===== src/rtl/salc_pkg.sv =====
`default_nettype none
package salc_pkg;

    // default geometry limits
    localparam int DEF_MAX_SETS = 256;
    localparam int DEF_MAX_WAYS = 8;

    // field widths
    localparam int ADDR_W    = 64;
    localparam int SET_IDX_W = 12;   // enough for the largest set count
    localparam int CNT_W     = 32;
    localparam int OUT_W     = 72;

    // configuration register indexes
    localparam logic [1:0] CFG_OFFSET_BITS = 2'd0;
    localparam logic [1:0] CFG_SET_BITS    = 2'd1;
    localparam logic [1:0] CFG_WAY_BITS    = 2'd2;

    // one classified access in the queue
    typedef struct packed {
        logic [ADDR_W-1:0]    tag;
        logic [SET_IDX_W-1:0] set;
    } item_t;

    // front to back configuration view
    typedef struct packed {
        logic [1:0] way_bits;
        logic       flush;
    } cfg_t;

    typedef enum logic {
        ST_IDLE,
        ST_LOOK
    } st_t;

endpackage
`default_nettype wire


===== src/rtl/salc_queue.sv =====
`default_nettype none
module salc_queue import salc_pkg::*; (
    input  wire logic  aclk,
    input  wire logic  aresetn,
    input  wire logic  wr_valid,
    output logic       wr_ready,
    input  wire item_t wr_item,
    output logic       rd_valid,
    input  wire logic  rd_ready,
    output item_t      rd_item
);

    item_t      q_reg [2];
    logic       wptr_reg, wptr_next;
    logic       rptr_reg, rptr_next;
    logic [1:0] cnt_reg, cnt_next;
    logic       push, pop;

    assign wr_ready = (cnt_reg != 2'd2);
    assign rd_valid = (cnt_reg != 2'd0);
    assign rd_item  = q_reg[rptr_reg];
    assign push     = wr_valid && wr_ready;
    assign pop      = rd_valid && rd_ready;

    // pointer and fill bookkeeping
    always_comb begin
        wptr_next = push ? ~wptr_reg : wptr_reg;
        rptr_next = pop ? ~rptr_reg : rptr_reg;
        cnt_next  = cnt_reg + {1'b0, push} - {1'b0, pop};
    end

    always_ff @(posedge aclk) begin
        if (!aresetn) begin
            wptr_reg <= 1'b0;
            rptr_reg <= 1'b0;
            cnt_reg  <= 2'd0;
        end else begin
            wptr_reg <= wptr_next;
            rptr_reg <= rptr_next;
            cnt_reg  <= cnt_next;
        end
    end

    // entry storage
    always_ff @(posedge aclk) begin
        if (push) begin
            q_reg[wptr_reg] <= wr_item;
        end
    end

endmodule
`default_nettype wire


===== config.mk =====
export PLATFORM = sky130hd
export DESIGN_NAME = salc_queue
export DESIGN_NICKNAME = d
export VERILOG_FILES = /design/src/rtl/salc_pkg.sv /design/src/rtl/salc_queue.sv
export SDC_FILE = /design/constraint.sdc
export NUM_CORES = 1
export LEC_CHECK = 0
export ABC_AREA = 1
export CAP_MARGIN = 25
export CORE_UTILIZATION = 42
export CTS_BUF_LIST = sky130_fd_sc_hd__clkbuf_8 sky130_fd_sc_hd__clkbuf_16
export DETAILED_ROUTE_END_ITERATION = 8
export DONT_BUFFER_PORTS = 1
export PLACE_DENSITY = 0.62
export SLEW_MARGIN = 25
export SYNTH_ARGS = -nofsm -noshare
export SYNTH_HDL_FRONTEND = slang
export SYNTH_SLANG_ARGS = --single-unit

===== constraint.sdc =====
create_clock -name aclk -period 6.03 [get_ports aclk]
set_input_delay 0.603 -clock aclk [delete_from_list [all_inputs] [get_ports aclk]]
set_output_delay 0.603 -clock aclk [all_outputs]
set_load 0.01 [all_outputs]

Yosys cells after proc, flatten, opt, wreduce, memory -nomap -nowiden
Memories as Yosys holds them, arrays and structs flattened. A register that Yosys moved wholly into a read port is not among the register bits.
Cells that the tools add are included.
{ "totals": {"reg_bits": 4, "latch_bits": 0, "ramBits": 152, "mem_bits_ro": 0, "inputBits": 80, "elab_cells": 16, "memories": 1} }
{ "classes": {"n_addsub": 2, "multipliers": 0, "div": 0, "n_lt_le_gt_ge": 0, "eq_ne": 1, "shift": 0, "muxes": 4, "bitwise": 2, "n_reduce_logical": 3} }
{ "memory_table": {"columns": ["name", "words", "width", "rd", "rd_ports_with_merged_regs", "write_ports", "line_no", "source"], "rows": [
  ["q_reg", 2, 76, 1, 1, 1, "salc_queue.sv:13", "item_t q_reg [2];"]
]} }
{ "op_table": {"columns": ["op", "n"], "rows": [
  ["$mux W1", 4],
  ["$add A2 B1 Y2", 1],
  ["$logic_and A1 B1 Y1", 2],
  ["$ne A2 B2 Y1 const B", 1],
  ["$not A1 Y1", 2],
  ["$reduce_bool A2 Y1", 1],
  ["$sub A2 B1 Y2", 1]
]} }

Longest topological paths before layout
{ "depth": {"word_depth": 4, "ltp_mapped": 11, "depth_no_buf": 11} }

Worst setup path before layout
Ideal clock, no wire load.
{ "synth_timing": {"path_kind": "input-to-reg", "start": "input wr_valid", "end": "memory q_reg[0][0] (netlist bit), enable pin", "setup_ns": 0.511, "arrival_ns": 3.846, "setup_slack_ns": 1.673, "path_stages": 2, "path_buffers": 0, "path_cell_list": "nand2_1 > nor2_1"} }
{ "synth_via": {"elab_chain_cells": 3} }
{ "synth_lines": {"columns": ["element", "line_no", "source"], "rows": [
  ["start, declared", "salc_queue.sv:5", "input wire logic wr_valid,"],
  ["$logic_and A1 B1 Y1", "salc_queue.sv:22", "assign push = wr_valid && wr_ready;"],
  ["$mux W1", "salc_queue.sv:46", "if (push) begin"],
  ["$mux W1 (not written as such)", "salc_queue.sv:47", "q_reg[wptr_reg] <= wr_item;"],
  ["end, declared", "salc_queue.sv:13", null]
]} }
Every way passes these cells.

==> run_results.csv <==
group,metric,value,unit
detailed_routing,wl_per_cell,19.58,um
die,die_w,120.3,um
sta,tns,0,ns
logic_synthesis,ys_ff_latch,157,
power_and_ir_drop,p_sw_share,24.18,%
detailed_routing,drcViolationCount,0,
clocking,clkLatencyLatePin,0.41,ns
power_and_ir_drop,power_frac_clock,36.7,%
grt,grt_usage,13.24,%
logic_synthesis,synth_area,5878,sq um
die,core_area,13450,sq um
place,io_buffers,0,
power_and_ir_drop,switching_power,0.0007623,W
die,die_area,14470,sq um
clocking,cts_buffer_depth,2,
clocking,clock_sinks,157,
sta,max_freq,352.6,MHz
power_and_ir_drop,internal_power,0.002391,W
die,die_h,120.3,um
worst_setup_path,worst-setup-path-type,"reg2out",
clocking,postCtsHoldBufs,0,
sta,slew_headroom,50.61,%
detailed_routing,via_per_inst,5.019,
finish,drive_gt1_share,37.00,%
clocking,cts_tree,"built",
worst_setup_path,cp-start-kind,"register",
job,cap_violations,0,
finish,nFillCells,1119,
sta,period_needed,2.836,ns
sta,rsz0062_at_grt,"no",
sta,fin_skew,0.005311,ns
worst_setup_path,critPathArrivalTime,2.23,ns
power_and_ir_drop,p_total,0.003153,W
worst_hold_path,min_path_type,"in2reg",
finish,largest_reg_flops,152,
grt,grt_overflow,0,
clocking,path_clk_slew,0.06,ns
finish,layout-area-overhead-vs-synth,14.71,%
place,dp_hpwl,6048,um
clocking,cts-resized-gates,0,
worst_setup_path,cp-end-kind,"output port",
clocking,cts-root-buf,"clkbuf_16",
logic_synthesis,avgSynthCellArea,21.61,sq um
logic_synthesis,synthCells,272,
power_and_ir_drop,power.leakage,2.327,nW
detailed_routing,first_iter_violations,133,
power_and_ir_drop,power.density,467.6,nW/um^2
detailed_routing,vias,2389,
power_and_ir_drop,peakVddDrop,0.2226,mV
finish,fin_nets,369,
finish,antenna_cells,0,
logic_synthesis,yosysWarningCount,0,
die,rows,42,
worst_setup_path,critPathMaxFanout,44,
clocking,h-tree-depth,4,
logic_synthesis,synth_top_area_cell,"edfxtp_1",
finish,final_cell_mix,"152 x edfxtp_1, 40 x mux2_4, 36 x mux2_2",
power_and_ir_drop,seq_power_share,45.9,%
logic_synthesis,synth_top_area_share,77.65,%
die,num_io_pins,158,
worst_setup_path,cpLargestDelayFamily,"buffers and inverters",
place,dp_slack,3.368,ns
logic_synthesis,synth-seq-area-share,79.35,%
logic_synthesis,synth.distinct_cells,13,
detailed_routing,routed_wl,9321,um
finish,seqCellArea,4668,sq um
sta,slew_violations,0,
place,gp_congestion,0.6645,
sta,hold_violations,0,
logic_synthesis,synth.net_count,354,
grt,antenna_found_initial,0,
logic_synthesis,yosys-top-cells-area,"edfxtp_1 78%, mux2_4 10%, mux2_2 6.9%",
clocking,postCtsSetupBuffers,0,
sta,setup_slack,3.194,ns
worst_setup_path,critPathSlowestCell,"buf_4",
grt,grt_max_degree,49,
detailed_routing,ant_nets,0,
sta,timing.final.setup_violations,0,
worst_setup_path,critPathBufInv,1,
sta,min_period_over_period,47.04,%
sta,worst_slew_pin_slew,0.7409,ns
grt,grt_pass1_wl,13740,um
power_and_ir_drop,power_frac_comb,17.4,%
worst_setup_path,critical_path.cell_chain,"buf_4 > mux2_2",
die,start_util,43.69,%
detailed_routing,dr.pass1.iters,4,
finish,final_common_cell,"edfxtp_1",
clocking,cts_made_buffers,17,
outcome,status,"completed",
grt,grt_pass1_vias,2565,
finish,multiInputGateArea,1127,sq um
worst_setup_path,cp_slowest_stage_delay,0.69,ns
worst_setup_path,crit_required,5.43,ns
cell usage after synthesis:
| cell type | instances |
|---|---|
| nand2_1 | 9 |
| mux2_4 | 40 |
| nand3_1 | 3 |
| nor2_1 | 8 |
| a21oi_1 | 2 |
| buf_4 | 1 |
| edfxtp_1 | 152 |
| dfxtp_1 | 5 |
| buf_2 | 3 |
| mux2_2 | 36 |
| buf_6 | 4 |
| inv_1 | 7 |
| ha_1 | 2 |
per-layer routing:
layer  vias up  wire [um]  global-route usage [%]
met5         -          0                       0
met4         0        184                   7.022
met3        17       1261                   7.972
met2       123       4557                   20.91
met1      1165       3317                   13.71
li1       1084          -                       -
cell type report:
cell class                      count  area share (%)
Sequential cell                   157           69.23
Multi-Input combinational cell    100           16.72
Tap cell                          176           3.266
Clock buffer                       17           6.309
Clock inverter                     15           3.433
Inverter                            7          0.4082
Timing Repair Buffer                4          0.6309
worst register-to-register path, stage by stage, from the launching register on:
cell and delay, ns:
dfxtp_1 0.35, inv_1 0.06, nand2_1 0.16, nand2_1 0.15, nor2_4 0.39, buf_12 0.25
buf_4 0.49
path summary, 6_finish.rpt:
kind                         start                     end  slack (ns)  cells past startpoint
max                       register             rd_item[18]        3.19                      2
min reg2reg  rptr_reg$_SDFFE_PN0P_   rptr_reg$_SDFFE_PN0P_        0.53                      2
min                     wr_item[3]   q_reg[1][3]$_DFFE_PP_        0.29                      0
max reg2reg  cnt_reg[0]$_SDFF_PN0_  q_reg[0][70]$_DFFE_PP_        3.79                      6
logic make-up after synthesis:
| kind of cell | after synthesis | synth area share [%] |
|---|---|---|
| AO/OA/AOI/OAI | 2 | 0.1703 |
| multiplexers | 76 | 17.11 |
| AND/OR/NAND/NOR | 20 | 1.341 |
| adder cells (fa/ha/maj) | 2 | 0.4256 |
| flip-flops | 157 | 79.35 |
| buffers and inverters | 15 | 1.596 |
power groups by stage:
stage	registers (W)	clock network (W)	logic (W)
5_1_grt	0.00146	0.00123	0.000591
6_report	0.00145	0.00116	0.000547
3_3_place_gp	0.00147	0	0.000548
4_1_cts	0.00145	0.00119	0.000555
3_5_place_dp	0.00148	0	0.000553
2_1_floorplan	0.00145	0	0.000494
through the flow:
step / util, % / hold WS (ns) / instances / cell area [sq um]
finish: 50.12 / 0.2865 / 476 / 6743
detailed placement: 45.09 / 0.5118 / 443 / 6066
floorplan: - / 0.4675 / 272 / 5878
global route: 50.12 / 0.2564 / 476 / 6743
CTS: 49.97 / 0.2615 / 475 / 6723
global placement: 45.09 / 0.4905 / 443 / 6066
(Power assumes the default switching activity.)
