**config.mk**
```make
export PLATFORM = sky130hd
export DESIGN_NAME = salc_front
export DESIGN_NICKNAME = d
export VERILOG_FILES = /design/src/rtl/salc_pkg.sv /design/src/rtl/salc_front.sv
export SDC_FILE = /design/constraint.sdc
export NUM_CORES = 1
export LEC_CHECK = 0
export CAP_MARGIN = 20
export CORE_AREA = 2 2 113 115
export CTS_BUF_LIST = sky130_fd_sc_hd__clkbuf_4
export CTS_CLUSTER_SIZE = 12
export DETAILED_ROUTE_END_ITERATION = 10
export DIE_AREA = 0 0 115 117
export DONT_BUFFER_PORTS = 1
export PLACE_DENSITY = 0.66
export RECOVER_POWER = 50
export SYNTH_ARGS = -nofsm -noshare
export SYNTH_HDL_FRONTEND = slang
export SYNTH_SLANG_ARGS = --single-unit
```
**constraint.sdc**
```tcl
create_clock -name aclk -period 9.9 [get_ports aclk]
set_input_delay 0.495 -clock aclk [delete_from_list [all_inputs] [get_ports aclk]]
set_output_delay 0.495 -clock aclk [all_outputs]
set_load 0.005 [all_outputs]
```
**src/rtl/salc_pkg.sv**
```systemverilog
`default_nettype none
package salc_pkg;

    // default geometry limits
    localparam int DEF_MAX_SETS = 256;
    localparam int DEF_MAX_WAYS = 8;

    // field widths
    localparam int ADDR_W    = 64;
    localparam int SET_IDX_W = 12;   // enough for the largest set count
    localparam int CNT_W     = 32;
    localparam int OUT_W     = 72;

    // configuration register indexes
    localparam logic [1:0] CFG_OFFSET_BITS = 2'd0;
    localparam logic [1:0] CFG_SET_BITS    = 2'd1;
    localparam logic [1:0] CFG_WAY_BITS    = 2'd2;

    // one classified access in the queue
    typedef struct packed {
        logic [ADDR_W-1:0]    tag;
        logic [SET_IDX_W-1:0] set;
    } item_t;

    // front to back configuration view
    typedef struct packed {
        logic [1:0] way_bits;
        logic       flush;
    } cfg_t;

    typedef enum logic {
        ST_IDLE,
        ST_LOOK
    } st_t;

endpackage
`default_nettype wire

```
**src/rtl/salc_front.sv**
```systemverilog
`default_nettype none
module salc_front import salc_pkg::*; #(
    parameter int MAX_SETS = DEF_MAX_SETS
) (
    input  wire logic              aclk,
    input  wire logic              aresetn,
    input  wire logic              cfg_we,
    input  wire logic [1:0]        cfg_index,
    input  wire logic [3:0]        cfg_wdata,
    input  wire logic              s_tvalid,
    output logic                   s_tready,
    input  wire logic [ADDR_W-1:0] s_tdata,
    output logic                   q_valid,
    input  wire logic              q_ready,
    output item_t                  q_item,
    output cfg_t                   cfg
);

    localparam int SB_MAX = $clog2(MAX_SETS + 1) - 1;
    localparam int SET_AW = (SB_MAX > 0) ? SB_MAX : 1;

    logic [3:0]        offset_bits_reg, offset_bits_next;
    logic [3:0]        set_bits_reg, set_bits_next;
    logic [1:0]        way_bits_reg, way_bits_next;
    logic              flush;
    logic [3:0]        sb_eff;
    logic [ADDR_W-1:0] shifted;
    logic [SET_AW-1:0] set_mask;
    logic [4:0]        tag_sh;

    // configuration registers; any known index flushes the cache
    always_comb begin
        offset_bits_next = offset_bits_reg;
        set_bits_next    = set_bits_reg;
        way_bits_next    = way_bits_reg;
        flush            = 1'b0;
        if (cfg_we) begin
            case (cfg_index)
                CFG_OFFSET_BITS: begin
                    offset_bits_next = cfg_wdata;
                    flush            = 1'b1;
                end
                CFG_SET_BITS: begin
                    set_bits_next = cfg_wdata;
                    flush         = 1'b1;
                end
                CFG_WAY_BITS: begin
                    way_bits_next = cfg_wdata[1:0];
                    flush         = 1'b1;
                end
                default: begin
                    flush = 1'b0;
                end
            endcase
        end
    end

    always_ff @(posedge aclk) begin
        if (!aresetn) begin
            offset_bits_reg <= 4'd0;
            set_bits_reg    <= 4'd0;
            way_bits_reg    <= 2'd0;
        end else begin
            offset_bits_reg <= offset_bits_next;
            set_bits_reg    <= set_bits_next;
            way_bits_reg    <= way_bits_next;
        end
    end

    assign cfg.way_bits = way_bits_reg;
    assign cfg.flush    = flush;

    // address split: offset dropped, set index, tag above the used set bits
    always_comb begin
        sb_eff   = (int'(set_bits_reg) > SB_MAX) ? 4'(SB_MAX) : set_bits_reg;
        shifted  = s_tdata >> offset_bits_reg;
        set_mask = ~({SET_AW{1'b1}} << sb_eff);
        tag_sh   = {1'b0, offset_bits_reg} + {1'b0, sb_eff};
        q_item.set = SET_IDX_W'(shifted[SET_AW-1:0] & set_mask);
        q_item.tag = s_tdata >> tag_sh;
    end

    assign q_valid  = s_tvalid;
    assign s_tready = q_ready;

endmodule
`default_nettype wire

```
# ---- Yosys cells after proc, flatten, opt, wreduce, memory -nomap -nowiden
# Cells that the tools add are included.
dict set report classes {
  reduce_logical 5
  n_eq_ne 2
  add_sub_neg 1
  magnitude_cmp 1
  muxes 3
  shift 3
  n_bitwise 2
}
# operator count
set op_table {}
lappend op_table {{64-bit by 4-bit >> shifter with 8-bit output} 1}
lappend op_table {{64-bit by 5-bit >> shifter with 64-bit output} 1}
lappend op_table {{8-bit bitwise AND} 1}
lappend op_table {{8-bit inverter} 1}
lappend op_table {{8-bit by 4-bit left shift with 8-bit output, first input constant} 1}
lappend op_table {{2-bit AND reduction} 3}
lappend op_table {{4-bit by 4-bit adder with 5-bit output} 1}
lappend op_table {{4-bit greater-than comparator, second input constant} 1}
lappend op_table {{4-bit 2-to-1 mux} 1}
lappend op_table {{3-bit OR reduction} 1}
lappend op_table {{2-bit by 1-bit equality test with 1-bit output, second input constant} 1}
lappend op_table {{2-bit equality test, second input constant} 1}
lappend op_table {{2-bit zero test} 1}
lappend op_table {{1-bit 2-to-1 mux} 2}
dict set report totals {
  out_inout_bits 81
  inputBits 75
  register_bits 10
}

# ---- Depth between registers and ports, before layout
dict set report logic_depth {
  depth_word 5
  ltp_mapped 12
  ltp_nobuf 10
}

# ---- Worst setup path after synthesis
# No wires, ideal clock.
dict set report synth_path {
  path_type {register to output}
  from {reg set_bits_reg[3]}
  to {out q_item[15] in the netlist's numbering}
  arrival_time_ps 3102
  required_time_ps 9405
  slack_ps 6303
  path_stages_with_launch 12
  cell_sequence {dfxtp_1 -> nand2b_4 -> inv_4 -> ha_1 -> fa_1 -> buf_2 -> buf_1 -> clkbuf_1 -> mux4_2 -> a32oi_1 -> o211a_1 -> o21ai_0}
}
# element line_no
set synth_rtl {}
lappend synth_rtl {{start: declaration} salc_front.sv:23} ;# logic [3:0] set_bits_reg, set_bits_next;
lappend synth_rtl {{start signal: assignment} salc_front.sv:65} ;# set_bits_reg <= set_bits_next;
lappend synth_rtl {{end: declaration} salc_front.sv:15} ;# output item_t q_item,

==> impl_results.md <==
- CTS resizes: 0
- Htree depth: 1
- CP Capture Type: primary output
- PwrDens: 75.49 nW/um^2
- Dpl cell area: 6218 um^2
- Core area: ~12000 um^2
- Commonest non-fill, non-tap cell in the layout: mux2i_1
- Initial cell density of the core: 50.83%
- CTS tree: done
- Die width: 115 um
- DRC Markers: 0
- Layout area overhead: -0.2798%
- Static leakage: 0.002064 uW
- Synth Flop Type: dfxtp_1
- Hold Vio Cnt, Final: 0
- I/O pin count: 156
- Ant diodes: 0
- Synthesis Warnings: 0
- Fin. max-slew vios: 68
- Die span in y: 117 um
- Design area: 6241 um^2
- Longest Clk Path Bufs: 2
- Drt first pass iters: 6
- Outcome: finished with violations
- Crit-path cells: nand2b_1 > inv_4 > ha_1 > fa_4 > clkbuf_1 > a222oi_1 > a221oi_1 > a21boi_1
- EDFF count, synth: 0
- Clock sink count: 10
- Post-Syn Area: 6259 um^2
- Total CTS buffers: 3
- Worst min-delay path category: in -> reg
- CP startpoint kind: flop
- FF+latch count, synth: 10
- FF-to-FF setup slack: 8.29 ns
- CP max FO: 67
- Crit-path slowest cell: clkbuf_1
- Clk root buf: clkbuf_4
- Reg2Reg Depth: 3
- Crit. Startpoint: set_bits_reg[3]
- Worst clock skew: 0 ns
- Final worst-path cycle share: a little over two thirds
- Fmax achieved: between 100 and 150 MHz
- Vias in the first global route: 5902
- Rel. slew slack: -116.6%
- Setup Viol. Count Final: 0
- Yosys cell types: 73
- Syn Area/Cell: 8.503 um^2
- Net count reported at finish: 768
- FF-to-FF Start: offset_bits_reg[0]
- Largest net degree at the start of global routing: 68
- RD Place Congestion: 1.040
- Arrival time at the worst endpoint: approximately 6.5 ns
- Vias per cell: 7.986
- Fin util: about half
- Min Tclk post-route: between 6 and 7 ns
- Data required time at the worst endpoint: 9.41 ns
- Reg clk slew, reported paths: roughly 0.060 ns
- Peak supply drop: 0.07373 mV
- DP HPWL: 18560 um
- R2R Path End: offset_bits_reg[0]
- GR Overflow Total: 0
- Core Rows: just over 40
- Crit path to: q_item[36]
- Total negative slack: 0 ns
- Port Buffers: 0
- Full die area: 13460 um^2
- CP max stage delay: about 2.3 ns
- Failing checks: capacitance limit, slew limit
- Syn Inst Count: around 740
- Initial antenna violation count: 0
- RSZ-0062 raised after global routing: no
- Global-route wire length before repair: around 37000 um
- Post-CTS Setup Bufs: 0
- CP Class: reg -> out
- Final wirelength: approximately 25000 um
- Initial drt markers: about 1000
- Worst-Skew Late Latency: 0.26 ns
- Min Hold Slack: between 0.3 and 0.4 ns
- Seq/Total Area, Yosys: 3.199%
- Via count: 6676
- Gr usage total: about a third
- Worst slew pin tran: 3.249 ns
- Mean routed wirelength per cell: 29.53 um
- MaxCap Viol Count: 1
- Async SR Flop Fraction: 0%
- Fraction of layout cells with a size suffix above 1: between 10% and 20%
- Most frequent cells in the layout: 106 x mux2i_1, 79 x nand2_1, 68 x mux4_2
- Hold buffer count at cts: 0
- Routed Antenna Nets: 0
-- per-layer routing --
metal  GRT usage (%)  vias to the layer above  routed length, um
met3           7.827                       44               3388
met2           49.65                      461              10560
li1                -                     2858                  -
met1           54.34                     3313              10190
met4           6.345                        0                543
met5               0                        -                  0
-- critical path: cells and delay by family, from the launching register on --
family | cells | cell delay [ns]
fa+ha+maj | 2 | 1.41
buf+inv | 2 | 2.43
flops | 1 | 0.46
compound gates | 3 | 1.69
simple gates | 1 | 0.24
-- logic make-up after synthesis --
group	after synthesis	synth area share, %
AO/OA/AOI/OAI	219	25.15
adder cells (fa/ha/maj)	5	1.120
multiplexers	202	46.94
other	1	0.05992
XOR/XNOR	4	1.100
AND/OR/NAND/NOR	215	15.67
flip-flops	10	3.199
buffers and inverters	80	6.757
-- power by group --
group | internal, uW | leakage [uW] | switching, uW | total (uW)
Clock | 14.0 | 0.0000138 | 12.6 | 26.6
Combinational | 165 | 0.00197 | 235 | 400
Sequential | 41.6 | 0.0000813 | 3.25 | 44.9
-- through the flow --
step / cells / power [uW] / setup WS [ns]
finish: 836 / 471.1 / 2.915
global route: 836 / 493.7 / 2.447
CTS: 834 / 456.4 / 4.620
detailed placement: 831 / 428.1 / 4.908
global placement: 831 / 425.5 / 5.075
floorplan: 739 / 339.9 / 6.303
-- layout make-up --
type / instances / area (um^2)
Inverter: 5 / 21.27
Sequential cell: 10 / 200.2
Tap cell: 150 / 187.7
Multi-Input combinational cell: 649 / 5674
Clock buffer: 3 / 22.52
Fill cell: 1187 / 6071
Timing Repair Buffer: 19 / 135.1
-- cell usage after synthesis, types with 4 or more instances --
cell type  count  area [um^2]
a21oi_1       34        170.2
nand3_1       11        55.05
nor3_1        18        90.09
ha_1           4        50.05
nand2_1       79        296.5
nor2b_1       11        68.82
a211o_1        6        52.55
nor2_1        59        221.5
a21o_1         6        45.04
a22o_1        11        96.34
and3_1         6        37.54
o22ai_1       19        118.9
o211ai_1       7        52.55
a22oi_1       16        120.1
buf_2         11        55.05
mux2_2        26        292.8
o21a_1         5        37.54
clkbuf_1      40        150.1
o21ai_1        6        30.03
buf_6          5        56.30
a221oi_1      16        140.1
or2_2          5        31.28
buf_4         11        82.58
o211a_1        5        50.05
and2_1         5        31.28
a32o_1         4        40.04
or3_1          4        25.02
mux2i_1      106         1061
dfxtp_1       10        200.2
o21ai_0       27        135.1
a211oi_1      12        90.09
a31oi_1        6        37.54
mux4_2        68         1531
buf_1          6        22.52
nand2b_1       5        31.28
o221ai_1       8        70.07
-- worst min path at each step --
stage	depth (start not counted)	start	endpoint
CTS	1	aresetn	offset_bits_reg[1]
global placement	2	way_bits_reg[1]	way_bits_reg[1]
finish	1	aresetn	way_bits_reg[1]
global route	1	aresetn	offset_bits_reg[0]
detailed placement	2	way_bits_reg[0]	way_bits_reg[0]
floorplan	2	way_bits_reg[0]	way_bits_reg[0]
Note: power is estimated with default switching activity, not from simulation.
